===== config.mk =====
export PLATFORM = sky130hd
export DESIGN_NAME = text_console_cursor_engine
export DESIGN_NICKNAME = d
export VERILOG_FILES = /design/src/design/tcce_pkg.sv /design/src/design/tcce_front.sv /design/src/design/tcce_queue.sv /design/src/design/tcce_back.sv /design/src/design/text_console_cursor_engine.sv
export SDC_FILE = /design/constraint.sdc
export NUM_CORES = 1
export LEC_CHECK = 0
export BUFFER_PORTS_ARGS = -buffer_cell sky130_fd_sc_hd__buf_2
export CAP_MARGIN = 20
export CORE_ASPECT_RATIO = 0.7
export CORE_MARGIN = 2
export CORE_UTILIZATION = 55
export DETAILED_ROUTE_END_ITERATION = 10
export GPL_TIMING_DRIVEN = 1
export PLACE_DENSITY = 0.73
export SLEW_MARGIN = 20
export SYNTH_ARGS = -nofsm -noshare
export SYNTH_HDL_FRONTEND = slang
export SYNTH_SLANG_ARGS = --single-unit

===== constraint.sdc =====
create_clock -name clk -period 22.8 [get_ports clk]
set_input_delay 1.14 -clock clk [delete_from_list [all_inputs] [get_ports clk]]
set_output_delay 1.14 -clock clk [all_outputs]
set_load 0.03 [all_outputs]

===== src/design/tcce_pkg.sv =====
// Shared types and constants for the text console cursor engine.
// Used by the front end, the command queue, the back end and the top level.
`timescale 1ns / 1ps
`default_nettype none

package tcce_pkg;

    localparam int COL_W  = 9;
    localparam int ROW_W  = 8;
    localparam int CFG_W  = 10;
    localparam int ROWS_W = 9;
    localparam int CELL_SHIFT = 3;
    localparam int PX_W = COL_W + CELL_SHIFT;
    localparam int PY_W = ROW_W + CELL_SHIFT;

    localparam logic [CFG_W-1:0]  COLUMNS_RESET = 10'd80;
    localparam logic [ROWS_W-1:0] ROWS_RESET    = 9'd60;
    localparam logic [CFG_W-1:0]  COLUMNS_MAX   = 10'd512;
    localparam logic [ROWS_W-1:0] ROWS_MAX      = 9'd256;

    localparam logic CFG_COLUMNS = 1'b0;
    localparam logic CFG_ROWS    = 1'b1;

    localparam logic KIND_CHAR = 1'b0;
    localparam logic KIND_TICK = 1'b1;

    localparam logic OP_GLYPH = 1'b0;
    localparam logic OP_CLEAR = 1'b1;

    localparam logic [7:0] CH_BS = 8'd8;
    localparam logic [7:0] CH_LF = 8'd10;
    localparam logic [7:0] CH_FF = 8'd12;
    localparam logic [7:0] CH_CR = 8'd13;
    localparam logic [7:0] GLYPH_SPACE      = 8'h20;
    localparam logic [7:0] GLYPH_UNDERSCORE = 8'h5F;

    typedef struct packed {
        logic erase;
        logic draw;
        logic clear;
        logic cursor;
    } cmd_set_t;

    typedef struct packed {
        cmd_set_t         cmds;
        logic [COL_W-1:0] old_col;
        logic [ROW_W-1:0] old_row;
        logic [COL_W-1:0] new_col;
        logic [ROW_W-1:0] new_row;
        logic [7:0]       ch;
        logic [7:0]       cursor_glyph;
    } job_t;

endpackage

`default_nettype wire


===== src/design/tcce_front.sv =====
// Front end: holds the screen size registers, the cursor and the blink phase,
// accepts input items and turns each into a job of up to four draw commands.
// Depends on tcce_pkg.
`timescale 1ns / 1ps
`default_nettype none

module tcce_front
    import tcce_pkg::*;
(
    input  wire logic                clk,
    input  wire logic                rst_n,
    input  wire logic                cfg_we,
    input  wire logic                cfg_index,
    input  wire logic [CFG_W-1:0]    cfg_data,
    input  wire logic                in_valid,
    output logic                     in_ready,
    input  wire logic                kind,
    input  wire logic [7:0]          ch,
    input  wire logic                first_of_write,
    input  wire logic                last_of_write,
    input  wire logic                q_full,
    output logic                     q_push,
    output job_t                     q_job
);

    logic [CFG_W-1:0]  columns_reg;
    logic [ROWS_W-1:0] rows_reg;
    logic [COL_W-1:0]  col_reg, col_next;
    logic [ROW_W-1:0]  row_reg, row_next;
    logic              blink_reg;
    logic [CFG_W-1:0]  eff_cols;
    logic [ROWS_W-1:0] eff_rows;
    logic [CFG_W-1:0]  c;
    logic [ROWS_W-1:0] r;
    logic              accept;

    assign in_ready = !q_full;
    assign accept   = in_valid && in_ready;

    always_comb
    begin
        if (columns_reg == '0)
            eff_cols = CFG_W'(1);
        else if (columns_reg > COLUMNS_MAX)
            eff_cols = COLUMNS_MAX;
        else
            eff_cols = columns_reg;

        if (rows_reg == '0)
            eff_rows = ROWS_W'(1);
        else if (rows_reg > ROWS_MAX)
            eff_rows = ROWS_MAX;
        else
            eff_rows = rows_reg;

        q_job              = '0;
        q_job.old_col      = col_reg;
        q_job.old_row      = row_reg;
        q_job.ch           = ch;
        q_job.cursor_glyph = GLYPH_UNDERSCORE;
        c = {1'b0, col_reg};
        r = {1'b0, row_reg};

        if (kind == KIND_TICK)
        begin
            q_job.cmds.cursor  = 1'b1;
            q_job.cursor_glyph = blink_reg ? GLYPH_SPACE : GLYPH_UNDERSCORE;
        end
        else
        begin
            q_job.cmds.erase  = first_of_write;
            q_job.cmds.cursor = last_of_write;
            case (ch)
                CH_CR, CH_LF:
                begin
                    c = '0;
                    r = r + ROWS_W'(1);
                end
                CH_FF:
                begin
                    c = '0;
                    r = '0;
                    q_job.cmds.clear = 1'b1;
                end
                CH_BS:
                begin
                    if (col_reg == '0)
                    begin
                        // Wrap to the end of the previous row; the origin stays put.
                        if (row_reg != '0)
                        begin
                            c = eff_cols - CFG_W'(1);
                            r = r - ROWS_W'(1);
                        end
                    end
                    else
                    begin
                        c = c - CFG_W'(1);
                    end
                end
                default:
                begin
                    q_job.cmds.draw = 1'b1;
                    c = c + CFG_W'(1);
                end
            endcase

            if (c >= eff_cols)
            begin
                c = '0;
                r = r + ROWS_W'(1);
            end
            if (r >= eff_rows)
            begin
                c = '0;
                r = '0;
                q_job.cmds.clear = 1'b1;
            end
        end

        q_job.new_col = c[COL_W-1:0];
        q_job.new_row = r[ROW_W-1:0];
        col_next = (kind == KIND_TICK) ? col_reg : c[COL_W-1:0];
        row_next = (kind == KIND_TICK) ? row_reg : r[ROW_W-1:0];
        q_push   = accept && (q_job.cmds != '0);
    end

    always_ff @(posedge clk or negedge rst_n)
    begin
        if (!rst_n)
        begin
            columns_reg <= COLUMNS_RESET;
            rows_reg    <= ROWS_RESET;
            col_reg     <= '0;
            row_reg     <= '0;
            blink_reg   <= 1'b0;
        end
        else
        begin
            if (cfg_we)
            begin
                case (cfg_index)
                    CFG_COLUMNS: columns_reg <= cfg_data;
                    CFG_ROWS:    rows_reg    <= cfg_data[ROWS_W-1:0];
                    default:     columns_reg <= columns_reg;
                endcase
            end
            if (accept)
            begin
                col_reg <= col_next;
                row_reg <= row_next;
                if (kind == KIND_TICK)
                    blink_reg <= !blink_reg;
            end
        end
    end

endmodule

`default_nettype wire


===== src/design/tcce_queue.sv =====
// Short job queue between the front end and the back end.
// Depends on tcce_pkg for the job type.
`timescale 1ns / 1ps
`default_nettype none

module tcce_queue
    import tcce_pkg::*;
#(
    parameter int DEPTH = 2
)
(
    input  wire logic clk,
    input  wire logic rst_n,
    input  wire logic push,
    input  wire job_t push_job,
    output logic      full,
    input  wire logic pop,
    output logic      not_empty,
    output job_t      head_job
);

    localparam int PTR_W = (DEPTH > 1) ? $clog2(DEPTH) : 1;
    localparam int CNT_W = $clog2(DEPTH + 1);
    localparam logic [PTR_W-1:0] LAST_PTR = PTR_W'(DEPTH - 1);
    localparam logic [CNT_W-1:0] FULL_CNT = CNT_W'(DEPTH);

    job_t             entry_reg [DEPTH];
    logic [PTR_W-1:0] wr_ptr_reg, rd_ptr_reg;
    logic [CNT_W-1:0] count_reg;

    assign full      = (count_reg == FULL_CNT);
    assign not_empty = (count_reg != '0);
    assign head_job  = entry_reg[rd_ptr_reg];

    always_ff @(posedge clk)
    begin
        if (push)
            entry_reg[wr_ptr_reg] <= push_job;
    end

    always_ff @(posedge clk or negedge rst_n)
    begin
        if (!rst_n)
        begin
            wr_ptr_reg <= '0;
            rd_ptr_reg <= '0;
            count_reg  <= '0;
        end
        else
        begin
            if (push)
                wr_ptr_reg <= (wr_ptr_reg == LAST_PTR) ? '0 : wr_ptr_reg + PTR_W'(1);
            if (pop)
                rd_ptr_reg <= (rd_ptr_reg == LAST_PTR) ? '0 : rd_ptr_reg + PTR_W'(1);
            if (push && !pop)
                count_reg <= count_reg + CNT_W'(1);
            else if (pop && !push)
                count_reg <= count_reg - CNT_W'(1);
        end
    end

endmodule

`default_nettype wire


===== src/design/tcce_back.sv =====
// Back end: takes jobs from the queue and issues their draw commands one per
// cycle while out_ready allows, through an output register. Depends on tcce_pkg.
`timescale 1ns / 1ps
`default_nettype none

module tcce_back
    import tcce_pkg::*;
(
    input  wire logic             clk,
    input  wire logic             rst_n,
    input  wire logic             q_valid,
    input  wire job_t             q_job,
    output logic                  q_pop,
    output logic                  out_valid,
    input  wire logic             out_ready,
    output logic                  op,
    output logic [PX_W-1:0]       pixel_x,
    output logic [PY_W-1:0]       pixel_y,
    output logic [7:0]            glyph,
    output logic                  last
);

    job_t             job_reg;
    cmd_set_t         pend_reg, pend_next, pend_after;
    logic             out_valid_reg, out_valid_next;
    logic             op_reg, op_next;
    logic [COL_W-1:0] col_reg, col_next;
    logic [ROW_W-1:0] row_reg, row_next;
    logic [7:0]       glyph_reg, glyph_next;
    logic             last_reg, last_next;
    logic             emit;
    logic             load;

    always_comb
    begin
        emit       = (pend_reg != '0) && (!out_valid_reg || out_ready);
        pend_after = pend_reg;
        op_next    = OP_GLYPH;
        col_next   = '0;
        row_next   = '0;
        glyph_next = '0;

        if (pend_reg.erase)
        begin
            pend_after.erase = 1'b0;
            col_next   = job_reg.old_col;
            row_next   = job_reg.old_row;
            glyph_next = GLYPH_SPACE;
        end
        else if (pend_reg.draw)
        begin
            pend_after.draw = 1'b0;
            col_next   = job_reg.old_col;
            row_next   = job_reg.old_row;
            glyph_next = job_reg.ch;
        end
        else if (pend_reg.clear)
        begin
            pend_after.clear = 1'b0;
            op_next = OP_CLEAR;
        end
        else
        begin
            pend_after.cursor = 1'b0;
            col_next   = job_reg.new_col;
            row_next   = job_reg.new_row;
            glyph_next = job_reg.cursor_glyph;
        end

        last_next = (pend_after == '0);
        load      = q_valid && ((pend_reg == '0) || (emit && last_next));
        q_pop     = load;

        if (load)
            pend_next = q_job.cmds;
        else if (emit)
            pend_next = pend_after;
        else
            pend_next = pend_reg;

        if (emit)
            out_valid_next = 1'b1;
        else if (out_ready)
            out_valid_next = 1'b0;
        else
            out_valid_next = out_valid_reg;
    end

    always_ff @(posedge clk or negedge rst_n)
    begin
        if (!rst_n)
        begin
            pend_reg      <= '0;
            out_valid_reg <= 1'b0;
        end
        else
        begin
            pend_reg      <= pend_next;
            out_valid_reg <= out_valid_next;
        end
    end

    always_ff @(posedge clk)
    begin
        if (load)
            job_reg <= q_job;
        if (emit)
        begin
            op_reg    <= op_next;
            col_reg   <= col_next;
            row_reg   <= row_next;
            glyph_reg <= glyph_next;
            last_reg  <= last_next;
        end
    end

    assign out_valid = out_valid_reg;
    assign op        = op_reg;
    assign pixel_x   = {col_reg, CELL_SHIFT'(0)};
    assign pixel_y   = {row_reg, CELL_SHIFT'(0)};
    assign glyph     = glyph_reg;
    assign last      = last_reg;

endmodule

`default_nettype wire


===== src/design/text_console_cursor_engine.sv =====
// Text console cursor engine top level: front end, job queue and back end.
// Each item passes through a queue entry, the back end pending set and the output register.
// The back end issues one command per cycle while out_ready allows, so the
// commands of an item (one to four) go out back to back; items with none are not queued.
// The front end takes an item every cycle while the job queue has room.
// Reset: cursor at the origin, blink phase shows underscore next, 80 columns, 60 rows.
`timescale 1ns / 1ps
`default_nettype none

module text_console_cursor_engine
    import tcce_pkg::*;
#(
    parameter int QUEUE_DEPTH = 2
)
(
    input  wire logic               clk,
    input  wire logic               rst_n,
    input  wire logic               cfg_we,
    input  wire logic               cfg_index,
    input  wire logic [CFG_W-1:0]   cfg_data,
    input  wire logic               in_valid,
    output logic                    in_ready,
    input  wire logic               kind,
    input  wire logic [7:0]         ch,
    input  wire logic               first_of_write,
    input  wire logic               last_of_write,
    output logic                    out_valid,
    input  wire logic               out_ready,
    output logic                    op,
    output logic [PX_W-1:0]         pixel_x,
    output logic [PY_W-1:0]         pixel_y,
    output logic [7:0]              glyph,
    output logic                    last
);

    logic q_full;
    logic q_push;
    logic q_pop;
    logic q_not_empty;
    job_t push_job;
    job_t head_job;

    tcce_front u_front (
        .clk            (clk),
        .rst_n          (rst_n),
        .cfg_we         (cfg_we),
        .cfg_index      (cfg_index),
        .cfg_data       (cfg_data),
        .in_valid       (in_valid),
        .in_ready       (in_ready),
        .kind           (kind),
        .ch             (ch),
        .first_of_write (first_of_write),
        .last_of_write  (last_of_write),
        .q_full         (q_full),
        .q_push         (q_push),
        .q_job          (push_job)
    );

    tcce_queue #(
        .DEPTH (QUEUE_DEPTH)
    ) u_queue (
        .clk       (clk),
        .rst_n     (rst_n),
        .push      (q_push),
        .push_job  (push_job),
        .full      (q_full),
        .pop       (q_pop),
        .not_empty (q_not_empty),
        .head_job  (head_job)
    );

    tcce_back u_back (
        .clk       (clk),
        .rst_n     (rst_n),
        .q_valid   (q_not_empty),
        .q_job     (head_job),
        .q_pop     (q_pop),
        .out_valid (out_valid),
        .out_ready (out_ready),
        .op        (op),
        .pixel_x   (pixel_x),
        .pixel_y   (pixel_y),
        .glyph     (glyph),
        .last      (last)
    );

endmodule

`default_nettype wire


After elaboration in Yosys (flattened, before gate mapping) --
Memory sizes are Yosys's and may differ from the RTL's. Cells that the tools add are included.
Cells by class: add/sub/neg operators 10, order comparisons 4, eq/ne operators 5, mux-type cells 48, bitwise logic cells 2, reduce and logical (&&, ||, !) cells 34
Operators with widths (count):
- two-way mux 9 bit | 13
- two-way mux 8 bit | 8
- two-way mux 10 bit | 5
- == test 8 x 4 -> 1 bit (second input constant) | 4
- one-hot mux 9 bit (3 select lines) | 1
- one-hot mux 10 bit (2 select lines) | 1
- zero test 9 bit | 2
- two-way mux 1 bit | 12
- adder 9 x 1 -> 10 bit (second input constant) | 1
- greater-or-equal comparator 10 bit | 1
- > comparator 10 bit (second input constant) | 1
- zero test 10 bit | 1
- subtractor 10 x 1 -> 10 bit (second input constant) | 1
- subtractor 9 x 1 -> 10 bit (second input constant) | 1
- adder 8 x 1 -> 9 bit (second input constant) | 1
- adder 9 x 1 -> 9 bit (second input constant) | 1
- greater-or-equal comparator 9 bit | 1
- > comparator 9 bit (second input constant) | 1
- subtractor 8 x 1 -> 9 bit (second input constant) | 1
- zero test 4 bit | 2
- two-way mux 4 bit | 2
- AND reduction 2 bit | 4
- nonzero test 2 bit | 4
- nonzero test 4 bit | 2
- other kinds (15) | 32
Storage, ports and cells: register bits after elaboration 123, bits in writable memories 108, bits of input ports 27, output and inout port bits 35, word-level logic and storage cells 128, memories 1
Memory list:
- u_queue.entry_reg | depth 2, bits a word 54, read ports 1, clocked after Yosys merged registers in 0, wr ports 1, line tcce_queue.sv:27 | job_t entry_reg [DEPTH];

Depth between registers and ports, before layout --
depth after elaboration 20, gate-level depth with buffers 32, depth with buffers taken out 32

Hierarchy --
Synthesis repeated with hierarchy kept, for this count alone.
Second synthesis, totals: cell total of the unflattened synthesis 902, area total of the unflattened synthesis 11304.6 sq um
Modules (own cells, without submodules):
- tcce_queue | times used 1, cells each 184, area each 4335.4 sq um, seq. area each 3343.2 sq um
- tcce_front | times used 1, cells each 519, area each 3941.3 sq um, seq. area each 933.4 sq um
- tcce_back | times used 1, cells each 199, area each 3027.9 sq um, seq. area each 2437.3 sq um

Least setup slack after synthesis --
No wires, ideal clock.
path kind input port to flip-flop, from input port ch[5], to memory u_queue.entry_reg[0][10] (netlist bit) (enable), library setup time 454 ps, arrival 7283 ps, required time 22346 ps, slack 15063 ps, stages 23, buffers on the path 2, path through or3b_1 clkbuf_1 or3_1 clkbuf_1 a21oi_1 nand2_1 o22a_1 a21oi_1 ha_1 o2111ai_1 o21ai_0 a221o_1 and3_4 nand3_1 xor2_1 inv_1 ha_1 a21oi_1 o21ai_0 a41oi_1 or2_2 a41o_1 nor2_1
Between the ends: cells in the longest elaborated chain, start to end 14, elaborated cells on any way between the ends 24, those cells by class 1 x add/sub; 2 x order compare; 4 x eq/ne; 12 x mux; 5 x reduce/logical
Ends and longest elaborated chain:
- start: declaration | line text_console_cursor_engine.sv:24 | input wire logic [7:0] ch,
- == test 8 x 4 -> 1 bit | line tcce_front.sv:73 | case (ch)
- OR reduction 2 bit / OR reduction 3 bit (equally long branches)
- one-hot mux 9 bit (3 select lines) / one-hot mux 10 bit (2 select lines) (equally long branches) | line tcce_front.sv:73
- two-way mux 9 bit / two-way mux 10 bit (equally long branches) | line tcce_front.sv:64 | if (kind == KIND_TICK)
- adder 9 x 1 -> 9 bit / greater-or-equal comparator 10 bit (equally long branches) | line tcce_front.sv:111, tcce_front.sv:108
- two-way mux 9 bit | line tcce_front.sv:108 | if (c >= eff_cols)
- two-way mux 9 bit | line tcce_front.sv:64
- greater-or-equal comparator 9 bit | line tcce_front.sv:113 | if (r >= eff_rows)
- two-way mux 1 bit | line tcce_front.sv:113
- two-way mux 3 bit * | line tcce_front.sv:64
- nonzero test 4 bit * | line tcce_front.sv:125 | q_push = accept && (q_job.cmds != '0);
- logical AND 1 bit * | line tcce_front.sv:125
- two-way mux 1 bit * | line tcce_queue.sv:37 | if (push)
- two-way mux 1 bit (not written as such) * | line tcce_queue.sv:38 | entry_reg[wr_ptr_reg] <= push_job;
- end: declaration | line tcce_queue.sv:27
Mark *: on every way between the ends. The rest lies on a longest branch, timed or not. The select of a mux whose other input is x is not followed.

Worst setup path after layout --
from register u_front.row_reg[1], to memory u_queue.entry_reg[1][27] (netlist bit) (enable)
Between the ends: cells in the longest elaborated chain, start to end 15, elaborated cells on any way between the ends 22, those cells by class 3 x add/sub; 2 x order compare; 14 x mux; 3 x reduce/logical
Ends and longest elaborated chain:
- start: declaration | line tcce_front.sv:29 | logic [ROW_W-1:0] row_reg, row_next;
- start signal: assignment | line tcce_front.sv:151 | row_reg <= row_next;
- subtractor 8 x 1 -> 9 bit / nonzero test 8 bit (equally long branches) | line tcce_front.sv:93, tcce_front.sv:90
- two-way mux 9 bit / two-way mux 10 bit (equally long branches) | line tcce_front.sv:90 | if (row_reg != '0)
- two-way mux 9 bit / two-way mux 10 bit (equally long branches) | line tcce_front.sv:87 | if (col_reg == '0)
- one-hot mux 9 bit (3 select lines) / one-hot mux 10 bit (2 select lines) (equally long branches) | line tcce_front.sv:73
- two-way mux 9 bit / two-way mux 10 bit (equally long branches) | line tcce_front.sv:64
- adder 9 x 1 -> 9 bit / greater-or-equal comparator 10 bit (equally long branches) | line tcce_front.sv:111, tcce_front.sv:108
- two-way mux 9 bit * | line tcce_front.sv:108
- two-way mux 9 bit * | line tcce_front.sv:64
- greater-or-equal comparator 9 bit * | line tcce_front.sv:113
- two-way mux 1 bit * | line tcce_front.sv:113
- two-way mux 3 bit * | line tcce_front.sv:64
- nonzero test 4 bit * | line tcce_front.sv:125
- logical AND 1 bit * | line tcce_front.sv:125
- via q_push | line text_console_cursor_engine.sv:37 | logic q_push;
- two-way mux 1 bit * | line tcce_queue.sv:37
- two-way mux 1 bit (not written as such) * | line tcce_queue.sv:38
The timed path passes the listed nets; every way through them passes the cells marked *. The select of a mux whose other input is x is not followed.

==> impl_summary.log <==
INFO  metric outcome = completed
INFO  metric syn_inst = 793
INFO  metric worstPathArrival = 6.98 ns
INFO  metric timing.setup.tns = 0 ns
INFO  metric cap_viol_max_count = 0
INFO  metric drt_pre_antenna_iters = 5
INFO  metric synth-edff-count = 167
INFO  metric total_design_power = 1.396 mW
INFO  metric slew_violations = 0
INFO  metric detail_route.wirelength = 22.45 mm
INFO  metric synth_area_per_cell = 12.60 sq um
INFO  metric num_antenna_cells = 0
INFO  metric post-route-worst-setup-slack = 15.95 ns
INFO  metric synth_largest_type_area_fraction = 0.5018
INFO  metric worstSetupEndpointType = register
INFO  metric swShare = 0.3444
INFO  metric power_frac_comb = 0.296
INFO  metric clock_power_share = 0.221
INFO  metric first_global_vias = 6214
INFO  metric grt.total_usage = 0.2395
INFO  metric worst_slew_margin_rel = 0.4156
INFO  metric pwr-share-seq = 0.483
INFO  metric worst_min_delay_path_category = reg -> reg
INFO  metric detailroute.via_count = 6574
INFO  metric worst_ir_drop_vdd = 0.1258 mV
INFO  metric place.port_buffers = 55
INFO  metric timing.final.crit_period = 6.849 ns
INFO  metric final_min_period_over_clock_period = 0.3004
INFO  metric worstPathRequired = 22.93 ns
INFO  metric worstSetupPathType = reg -> reg
INFO  metric floorplan.io_pins = 62
INFO  metric synthesis.area = 9993 sq um
INFO  metric power.static_leakage = 4.327 nW
INFO  metric gp_congestion = 0.9414
INFO  metric largest_register_ff_count = 96
INFO  metric internal_power = 915.3 uW
INFO  metric tritoncts = done
INFO  metric numCtsBuffers = 20
INFO  metric final.fill_count = 1391
INFO  metric power.density_cell_area = 126.4 nW/um^2
INFO  metric clock-sinks = 213
INFO  metric synth.distinct_cells = 75
INFO  metric cts-resized-gates = 0
INFO  metric power.net_switching = 480.7 uW
INFO  metric synth-seq-cells = 213
INFO  metric final_count_of_hold_timing_violations = 0
INFO  metric first_pass_grt_wire_length = 35.26 mm
INFO  metric clk_transition_reported_paths = 0.07 ns
INFO  metric cts-htree-levels = 1
INFO  metric clock_tree.root_cell = sky130_fd_sc_hd__clkbuf_16
INFO  metric wl_per_cell = 20.66 microns
INFO  metric rows = 41
INFO  metric clockBufferDepth = 3
INFO  metric cts.hold.buffers_added = 0
INFO  metric synth_top_cell_by_area = sky130_fd_sc_hd__edfxtp_1
INFO  metric max_slew.worst_pin.slew = 0.8699 ns
INFO  metric max_clock_freq = 0.1460 GHz
INFO  metric hpwl = 15.57 mm
INFO  metric core-area = 17900 sq um
INFO  metric nNetsFinal = 890
INFO  metric routed_via_density = 6.048
INFO  metric antenna_found_initial = 0
INFO  metric synth_async_sr_flop_share = 0.2160
INFO  metric path_max_fanout = 48
INFO  metric layout_cells_sized_above_1 = 0.2150
INFO  metric grt_max_degree = 50
INFO  metric setup_viol = 0
INFO  metric postRouteAntennaNets = 0
INFO  metric drt_iter0_markers = 647
INFO  metric cts_setup_buffers = 0
INFO  metric initial_utilization = 0.5582
INFO  metric yosys_warnings = 0
INFO  metric die_width = 165.1 microns
INFO  metric areaGrowthSynthToFinish = 10.50%
INFO  metric final.setup_skew = 0.008101 ns
INFO  metric ys.flop_type = sky130_fd_sc_hd__edfxtp_1
INFO  metric die_h = 116.8 microns
INFO  metric rsz0062_at_grt = no
INFO  metric placement.setup.worst_slack = 15.72 ns
INFO  metric die_area = 19280 sq um
INFO  metric yosysSeqAreaShare = 0.6178
INFO  metric synth_top_cells_by_area = sky130_fd_sc_hd__edfxtp_1 50%, sky130_fd_sc_hd__dfrtp_1 10%, sky130_fd_sc_hd__mux2_2 7.5%
INFO  metric grt-ovfl-total = 0
INFO  metric number_of_design_rule_violations_left_after_detail_routing = 0
INFO  metric worstSetupStartpointType = register
INFO  metric worst_skew_pair.late_latency = 0.50 ns
[layer usage]
layer | track usage | up-vias | wire length (microns)
li1 | - | 3034 | -
met1 | 0.3860 | 3218 | 10690
met2 | 0.3383 | 291 | 9471
met3 | 0.04792 | 31 | 1989
met4 | 0.04522 | 0 | 303
met5 | 0 | - | 0
[cell type report]
cell class	instances	area, sq um	share of cell area
clock buffer	29	564.3	0.05110
clock inverter	7	41.29	0.003739
inverter	28	105.1	0.009517
multi-input combinational	516	3560	0.3223
sequential	213	6177	0.5594
tap	236	295.3	0.02674
timing repair buffer	58	300.3	0.02719
[per-stage QoR]
step	area (sq um)	instances	hold slack (ns)	utilization
floorplan	10010	798	0.4368	-
global placement	10430	1051	0.4605	0.5826
detailed placement	10440	1051	0.4627	0.5829
CTS	11040	1087	0.4781	0.6167
global route	11040	1087	0.4922	0.6168
finish	11040	1087	0.4800	0.6168
[Yosys cell counts (4+ instances only)]
master	number
sky130_fd_sc_hd__nand3_1	20
sky130_fd_sc_hd__nor2b_1	7
sky130_fd_sc_hd__o22ai_1	12
sky130_fd_sc_hd__inv_1	26
sky130_fd_sc_hd__nand4_1	8
sky130_fd_sc_hd__xnor2_1	8
sky130_fd_sc_hd__clkbuf_1	26
sky130_fd_sc_hd__ha_1	26
sky130_fd_sc_hd__mux2i_1	8
sky130_fd_sc_hd__a21oi_1	25
sky130_fd_sc_hd__buf_1	6
sky130_fd_sc_hd__nor3_1	9
sky130_fd_sc_hd__or2_2	9
sky130_fd_sc_hd__o21ai_0	43
sky130_fd_sc_hd__o311ai_0	4
sky130_fd_sc_hd__nor4_1	5
sky130_fd_sc_hd__a21o_1	8
sky130_fd_sc_hd__edfxtp_1	167
sky130_fd_sc_hd__xor2_1	13
sky130_fd_sc_hd__o21ai_1	13
sky130_fd_sc_hd__o31ai_1	7
sky130_fd_sc_hd__nand2b_1	9
sky130_fd_sc_hd__mux2_2	67
sky130_fd_sc_hd__nor2_1	31
sky130_fd_sc_hd__buf_4	6
sky130_fd_sc_hd__dfstp_2	6
sky130_fd_sc_hd__and3_1	5
sky130_fd_sc_hd__or3_1	8
sky130_fd_sc_hd__dfrtp_1	40
sky130_fd_sc_hd__nand2_1	100
[cells in the final DEF (no fill, tap or decap), types with 3 or more instances in the layout]
cell and count:
sky130_fd_sc_hd__buf_2 54, sky130_fd_sc_hd__or3_1 8, sky130_fd_sc_hd__o21ai_0 43, sky130_fd_sc_hd__buf_4 4
sky130_fd_sc_hd__inv_1 26, sky130_fd_sc_hd__xor2_1 13, sky130_fd_sc_hd__nor3_1 9, sky130_fd_sc_hd__a21o_1 8
sky130_fd_sc_hd__o31ai_1 7, sky130_fd_sc_hd__xnor2_1 8, sky130_fd_sc_hd__clkbuf_1 6, sky130_fd_sc_hd__nand4_1 8
sky130_fd_sc_hd__and4_1 3, sky130_fd_sc_hd__nor2b_1 7, sky130_fd_sc_hd__conb_1 6, sky130_fd_sc_hd__a31oi_1 3
sky130_fd_sc_hd__nand3_1 20, sky130_fd_sc_hd__o311ai_0 4, sky130_fd_sc_hd__o21ai_1 13, sky130_fd_sc_hd__dfstp_2 6
sky130_fd_sc_hd__nand2b_1 9, sky130_fd_sc_hd__ha_1 26, sky130_fd_sc_hd__nor3b_1 3, sky130_fd_sc_hd__a21oi_1 25
sky130_fd_sc_hd__nand2_1 100, sky130_fd_sc_hd__clkinv_1 6, sky130_fd_sc_hd__clkbuf_16 20, sky130_fd_sc_hd__a211oi_1 3
sky130_fd_sc_hd__nor4_1 5, sky130_fd_sc_hd__clkbuf_8 3, sky130_fd_sc_hd__and3_1 5, sky130_fd_sc_hd__dfrtp_1 39
sky130_fd_sc_hd__edfxtp_1 167, sky130_fd_sc_hd__mux2_2 67, sky130_fd_sc_hd__or2_2 9, sky130_fd_sc_hd__nor2_1 29
sky130_fd_sc_hd__mux2i_1 8, sky130_fd_sc_hd__o22ai_1 12
[path summary, 6_finish.rpt]
check / from / end / slack [ns] / cells after the start
setup / recovery: u_front.row_reg[1] / u_queue.entry_reg[1][27] / 15.95 / 23
hold / removal: u_front.blink_reg / u_front.blink_reg / 0.48 / 1
setup reg to reg: u_front.row_reg[1] / u_queue.entry_reg[1][27] / 15.95 / 23
hold reg to reg: u_front.blink_reg / u_front.blink_reg / 0.48 / 1
max in group asynchronous: rst_n / u_queue.rd_ptr_reg / 21.64 / 1
min in group asynchronous: rst_n / u_front.rows_reg[7] / 0.64 / 1
[logic make-up after synthesis]
logic type,after synthesis,share of synthesized area
AND/OR/NAND/NOR,235,0.1179
flip-flops,213,0.6178
XOR/XNOR,21,0.01841
other,1,0.0003753
AO/OA/AOI/OAI,152,0.09929
multiplexers,75,0.08351
adder cells (fa/ha/maj),27,0.03355
buffers and inverters,69,0.02917
[power by group through the flow]
stage | sequential, mW | clock [mW] | combinational (mW)
CTS | 0.675 | 0.316 | 0.413
global route | 0.689 | 0.330 | 0.456
global placement | 0.675 | 0 | 0.406
detailed placement | 0.683 | 0 | 0.411
floorplan | 0.695 | 0 | 0.269
finish | 0.675 | 0.309 | 0.413
[worst max-delay path, cell delays in order (launching register included)]
cell and delay (ns):
sky130_fd_sc_hd__dfrtp_1 0.55, sky130_fd_sc_hd__inv_1 0.23, sky130_fd_sc_hd__ha_1 0.29, sky130_fd_sc_hd__or3b_2 0.50, sky130_fd_sc_hd__o211ai_1 0.46, sky130_fd_sc_hd__o221ai_1 0.21
sky130_fd_sc_hd__a22oi_1 0.40, sky130_fd_sc_hd__ha_1 0.31, sky130_fd_sc_hd__nand2b_1 0.14, sky130_fd_sc_hd__a211oi_1 0.23, sky130_fd_sc_hd__o21ai_0 0.17, sky130_fd_sc_hd__a221o_1 0.45
sky130_fd_sc_hd__and3_4 0.22, sky130_fd_sc_hd__nand3_1 0.09, sky130_fd_sc_hd__xor2_1 0.25, sky130_fd_sc_hd__inv_1 0.07, sky130_fd_sc_hd__ha_1 0.30, sky130_fd_sc_hd__a21oi_1 0.06
sky130_fd_sc_hd__o21ai_0 0.14, sky130_fd_sc_hd__a41oi_1 0.07, sky130_fd_sc_hd__or2_2 0.34, sky130_fd_sc_hd__a41o_1 0.27, sky130_fd_sc_hd__inv_1 0.09, sky130_fd_sc_hd__and2_4 0.58
(Power assumes the default switching activity.)
